<file path="src/rtl/trm_pkg.sv">
// Shared definitions for the register machine execute unit.
// Operation, status and register codes, sizes, and controller/datapath structs.
// No dependencies.
`default_nettype none

package trm_pkg;

  // Memory and stack sizing
  localparam int MEM_WORDS   = 256;
  localparam int ADDR_W      = $clog2(MEM_WORDS);
  localparam int STACK_DEPTH = 50;
  localparam logic [ADDR_W-1:0] SP_TOP = ADDR_W'(MEM_WORDS - 1);

  // Word and divider sizing
  localparam int WORD_W = 32;
  localparam int CNT_W  = $clog2(WORD_W);

  // Operation codes
  localparam logic [3:0] OP_MOVIMM = 4'd0;
  localparam logic [3:0] OP_STORE  = 4'd1;
  localparam logic [3:0] OP_LOAD   = 4'd2;
  localparam logic [3:0] OP_ADD    = 4'd3;
  localparam logic [3:0] OP_SUB    = 4'd4;
  localparam logic [3:0] OP_MUL    = 4'd5;
  localparam logic [3:0] OP_DIV    = 4'd6;
  localparam logic [3:0] OP_PUSH   = 4'd7;
  localparam logic [3:0] OP_POP    = 4'd8;
  localparam logic [3:0] OP_HALT   = 4'd9;

  // Status codes
  localparam logic [2:0] ST_OK        = 3'd0;
  localparam logic [2:0] ST_OVERFLOW  = 3'd1;
  localparam logic [2:0] ST_UNDERFLOW = 3'd2;
  localparam logic [2:0] ST_DIVZERO   = 3'd3;
  localparam logic [2:0] ST_HALTED    = 3'd4;
  localparam logic [2:0] ST_BADREG    = 3'd5;

  // Register indexes
  localparam logic [1:0] REG_AX = 2'd0;
  localparam logic [1:0] REG_BX = 2'd1;
  localparam logic [1:0] REG_CX = 2'd2;
  localparam logic [1:0] REG_DX = 2'd3;

  // Controller to datapath
  typedef struct packed {
    logic load;       // capture the incoming instruction, issue memory read
    logic div_start;  // launch the iterative divider
    logic commit;     // write back state and load the output register
  } trm_cmd_t;

  // Datapath to controller
  typedef struct packed {
    logic needs_div;  // incoming instruction is a divide that will run
    logic div_busy;   // divider still iterating
    logic out_busy;   // output register full and not being taken
  } trm_stat_t;

endpackage

`default_nettype wire

</file>
<file path="src/rtl/trm_ctrl.sv">
// Controller state machine of the execute unit.
// Uses trm_pkg for the command and status structs.
`default_nettype none

module trm_ctrl
  import trm_pkg::*;
(
  input  wire logic      clk,
  input  wire logic      rst,
  input  wire logic      in_valid,
  output logic           in_ready,
  input  wire trm_stat_t stat,
  output trm_cmd_t       cmd
);

  localparam logic [1:0] S_IDLE = 2'd0;
  localparam logic [1:0] S_DIV  = 2'd1;
  localparam logic [1:0] S_EXEC = 2'd2;

  logic [1:0] state;
  logic [1:0] state_next;

  assign in_ready = (state == S_IDLE);

  // Commands for the datapath
  always_comb begin
    cmd.load      = in_ready && in_valid;
    cmd.div_start = cmd.load && stat.needs_div;
    cmd.commit    = (state == S_EXEC) && !stat.out_busy;
  end

  // Next state
  always_comb begin
    state_next = state;
    case (state)
      S_IDLE: begin
        if (cmd.load) begin
          state_next = stat.needs_div ? S_DIV : S_EXEC;
        end
      end
      S_DIV: begin
        if (!stat.div_busy) begin
          state_next = S_EXEC;
        end
      end
      S_EXEC: begin
        if (cmd.commit) begin
          state_next = S_IDLE;
        end
      end
      default: state_next = S_IDLE;
    endcase
  end

  always_ff @(posedge clk) begin
    if (rst) begin
      state <= S_IDLE;
    end else begin
      state <= state_next;
    end
  end

endmodule

`default_nettype wire

</file>
<file path="config.mk">
export PLATFORM = sky130hd
export DESIGN_NAME = trm_ctrl
export DESIGN_NICKNAME = d
export VERILOG_FILES = /design/src/rtl/trm_pkg.sv /design/src/rtl/trm_ctrl.sv
export SDC_FILE = /design/constraint.sdc
export NUM_CORES = 1
export LEC_CHECK = 0
export ABC_AREA = 1
export BUFFER_PORTS_ARGS = -buffer_cell sky130_fd_sc_hd__buf_4
export CELL_PAD_IN_SITES_DETAIL_PLACEMENT = 1
export CELL_PAD_IN_SITES_GLOBAL_PLACEMENT = 2
export CORE_AREA = 5 5 42 44
export CTS_CLUSTER_DIAMETER = 60
export DETAILED_ROUTE_END_ITERATION = 8
export DIE_AREA = 0 0 47 49
export PLACE_DENSITY = 0.45
export SLEW_MARGIN = 20
export SYNTH_ARGS = -nofsm -noshare
export SYNTH_HDL_FRONTEND = slang
export SYNTH_SLANG_ARGS = --single-unit
</file>
<file path="constraint.sdc">
create_clock -name clk -period 2.02 [get_ports clk]
set_input_delay 0.202 -clock clk [delete_from_list [all_inputs] [get_ports clk]]
set_output_delay 0.202 -clock clk [all_outputs]
set_load 0.005 [all_outputs]
</file>
==> flow_summary.toml <==
[place]
place_area_sq_um = 220
place.port_buffers = 9
pre_cts_ws_ps = 973
globalplace.congestion = 0.726
numPlacedInstances = 46
detailed_placement_hpwl_um = 380

[worst_setup_path]
crit_path_max_incr_delay_ps = 350
r2r_setup_slack_ps = 1170
worst_r2r_path_depth = 3
worst_ep_required_time_ps = 1820
critical_path_peak_fanout = 6
worst_ep_arrival_time_ps = 1060
cp_cell_sequence = "nor2_2, nand3_2, inv_1, buf_4"
reg2reg_to = "state[0]"
setup.worst_path.end_class = "output port"
reg2reg_from = "state[0]"
critical_path.slowest_cell = "dfxtp_1"
timing_worst_setup_path_type = "reg -> out"
start_kind = "flop"

[layout]
seq_area_sq_um = 40.0
final_area_sq_um = 243
nFillCells = 178
area_growth_pct = 83.0
fin_nets = 41
post_route_cells_drive_above_1_share_pct = 45.5
multiInputGateArea_sq_um = 66.3
max_reg_flops = 2
layout.cells.non_filler = 49
final_core_util_pct = 17.3
regMostFlops = "state"
layout_top_registers = "state x2"
insertedDiodeCount = 0

[sta]
setup_slack_ps = 761
fin_crit_sh_pct = 62.3
final_max_slew_viol_count = 0
clock_skew_ps = 0.894
clock.fmax_mhz = 795
final.min_clock_period_ps = 1260
final-setup-viol-count = 0
fin_tns_setup_ps = 0
worst_hold_slack_after_final_layout_ps = 142
report.final.hold_viol_count = 0
worst_pin_slew_ps = 208
rsz_0062_raised_after_global_routing = "false"
slew-limit-headroom_pct = 86.1

[synth]
synth-compound-area-share_pct = 6.60
postSynth.asyncResetShare_pct = 0
total_nets_after_synthesis = 27
yosysTopAreaCellShare_pct = 30.2
synth_ff_type = "dfxtp_1"
ys_ff_latch = 2
post_synth_inst_count = 21
synth_common_cells = "inv_1, nand3_1, dfxtp_1, nand2_1, nor3_1"
post_synth_instance_area_sq_um = 133
synth-seq-area-share_pct = 30.2
post_synth.cell_area_avg_sq_um = 6.32
number_of_enable_flip_flop_cells_after_synthesis = 0
synth-xor-area-share_pct = 0
yosys-mux-area-fraction_pct = 0
synth_warn = 0
netlist-cell-type-count = 9
synth_simple_gate_area_share_pct = 43.4
synth_top_family_by_area = "simple AND/OR/NAND/NOR gates"
yosys.area.top_type = "dfxtp_1"
yosys.cell_count.top_type = "inv_1"
synthAdderAreaFrac_pct = 0
biggest_area_contributors_in_the_synthesized_netlist = "dfxtp_1, inv_1, nand3_1"

[drt]
via_per_inst = 3.47
dr_total_vias = 170
antenna_violation_net_count_after_detailed_routing = 0
initialDrtViolationCount = 2
routed_wire_length_per_instance_um = 9.18
drc = 0
drt_pass1_iterations = 2
routed_wl_um = 450

[grt]
grt_start_max_net_pins = 7
grt_pass1_vias = 181
grt_antenna_before_repair = 0
global_route.usage.total_pct = 5.06
wire_length_of_the_first_global_routing_pass_um = 800
globalRouteOverflowTotal = 0

[power]
vdd_drop_max_uv = 219
share_seq_of_total_power_pct = 27.4
p_sw_mw = 0.0412
netSwitchingFraction_pct = 24.4
power.internal_mw = 0.128
p_clk_share_pct = 51.4
power_frac_comb_pct = 21.2
power_mw = 0.169
cellPowerDensity_nw_per_um2 = 697
static-leakage-power_nw = 0.132

[cts]
post_cts_setup_buffer_count = 0
cts_hold_repair.buffers = 0
clkLatencyLatePin_ps = 220
numCtsBuffers = 3
postcts_resize_cnt = 0
ctsHtreeMaxLevel = 1
cts_root_buf = "clkbuf_4"
cts_tree = "built"
cts.sink_count = 2
clkTransAtPathRegs_ps = 30
clock_tree.buffer_depth = 2

[hold_path]
worstHoldPathCells = 2
hp-class = "in -> reg"
holdCritStartpoint = "rst"
hold-path-endpoint = "state[0]"

[die]
design.die.area_sq_um = 2300
chipWidth_um = 47
io_pins = 10
initial_core_util_pct = 9.46
core-area_sq_um = 1400
fp.dieH_um = 49
std_cell_rows = 14

[status]
status = "finished, final reports clean"

[flow_run]
max-cap-violations = 0
-- placed cells by master, fill, tap and decap left out --
cell type,n
a21oi_2,1
buf_4,9
clkbuf_4,3
dfxtp_1,2
inv_1,7
nand2_1,2
nand3_1,4
nand3_2,1
nor2_1,1
nor2_2,1
nor3_1,2
-- layout make-up --
type | instances | share of cell area (%)
Sequential cell | 2 | 16.5
Timing Repair Buffer | 9 | 27.8
Clock buffer | 3 | 9.28
Inverter | 7 | 10.8
Multi-Input combinational cell | 12 | 27.3
Tap cell | 16 | 8.25
-- worst max-delay path: cells and delay by family, from the launching register on --
family / cells / cell delay (ps)
DFF: 1 / 350
buffers and inverters: 2 / 180
and+or+nand+nor: 2 / 310
-- cells by family (layout without fill, tap and decap cells) --
| group | after synthesis | in the layout |
|---|---|---|
| and+or+nand+nor | 11 | 11 |
| buffers and inverters | 7 | 19 |
| DFF | 2 | 2 |
| AOI/OAI and AO/OA | 1 | 1 |
-- metal layers --
layer / share of wire (%) / wire length [um] / global-route usage [%]
met5: 0 / 0 / 0
met4: 0 / 0 / 2.76
met3: 12 / 54 / 3.32
met2: 45 / 203 / 6.79
met1: 43 / 192 / 5.91
-- worst max path at each step --
stage | startpoint | slack (ps) | cells past startpoint | endpoint
finish | state[0] | 760 | 4 | cmd[1]
global route | state[0] | 640 | 4 | cmd[1]
global placement | state[0] | 1020 | 4 | cmd[1]
floorplan | state[0] | 1150 | 3 | cmd[1]
detailed placement | state[0] | 970 | 4 | cmd[1]
CTS | state[0] | 730 | 4 | cmd[1]
-- power by group through the flow --
| stage | sequential (mW) | clock (mW) | combinational [mW] |
|---|---|---|---|
| after floorplan | 0.0460 | 0 | 0.0149 |
| after global placement | 0.0472 | 0 | 0.0356 |
| after detailed placement | 0.0471 | 0 | 0.0367 |
| after CTS | 0.0466 | 0.0933 | 0.0368 |
| after global routing | 0.0471 | 0.0992 | 0.0402 |
| final | 0.0463 | 0.0870 | 0.0358 |
Note: power is estimated with default switching activity, not from simulation.
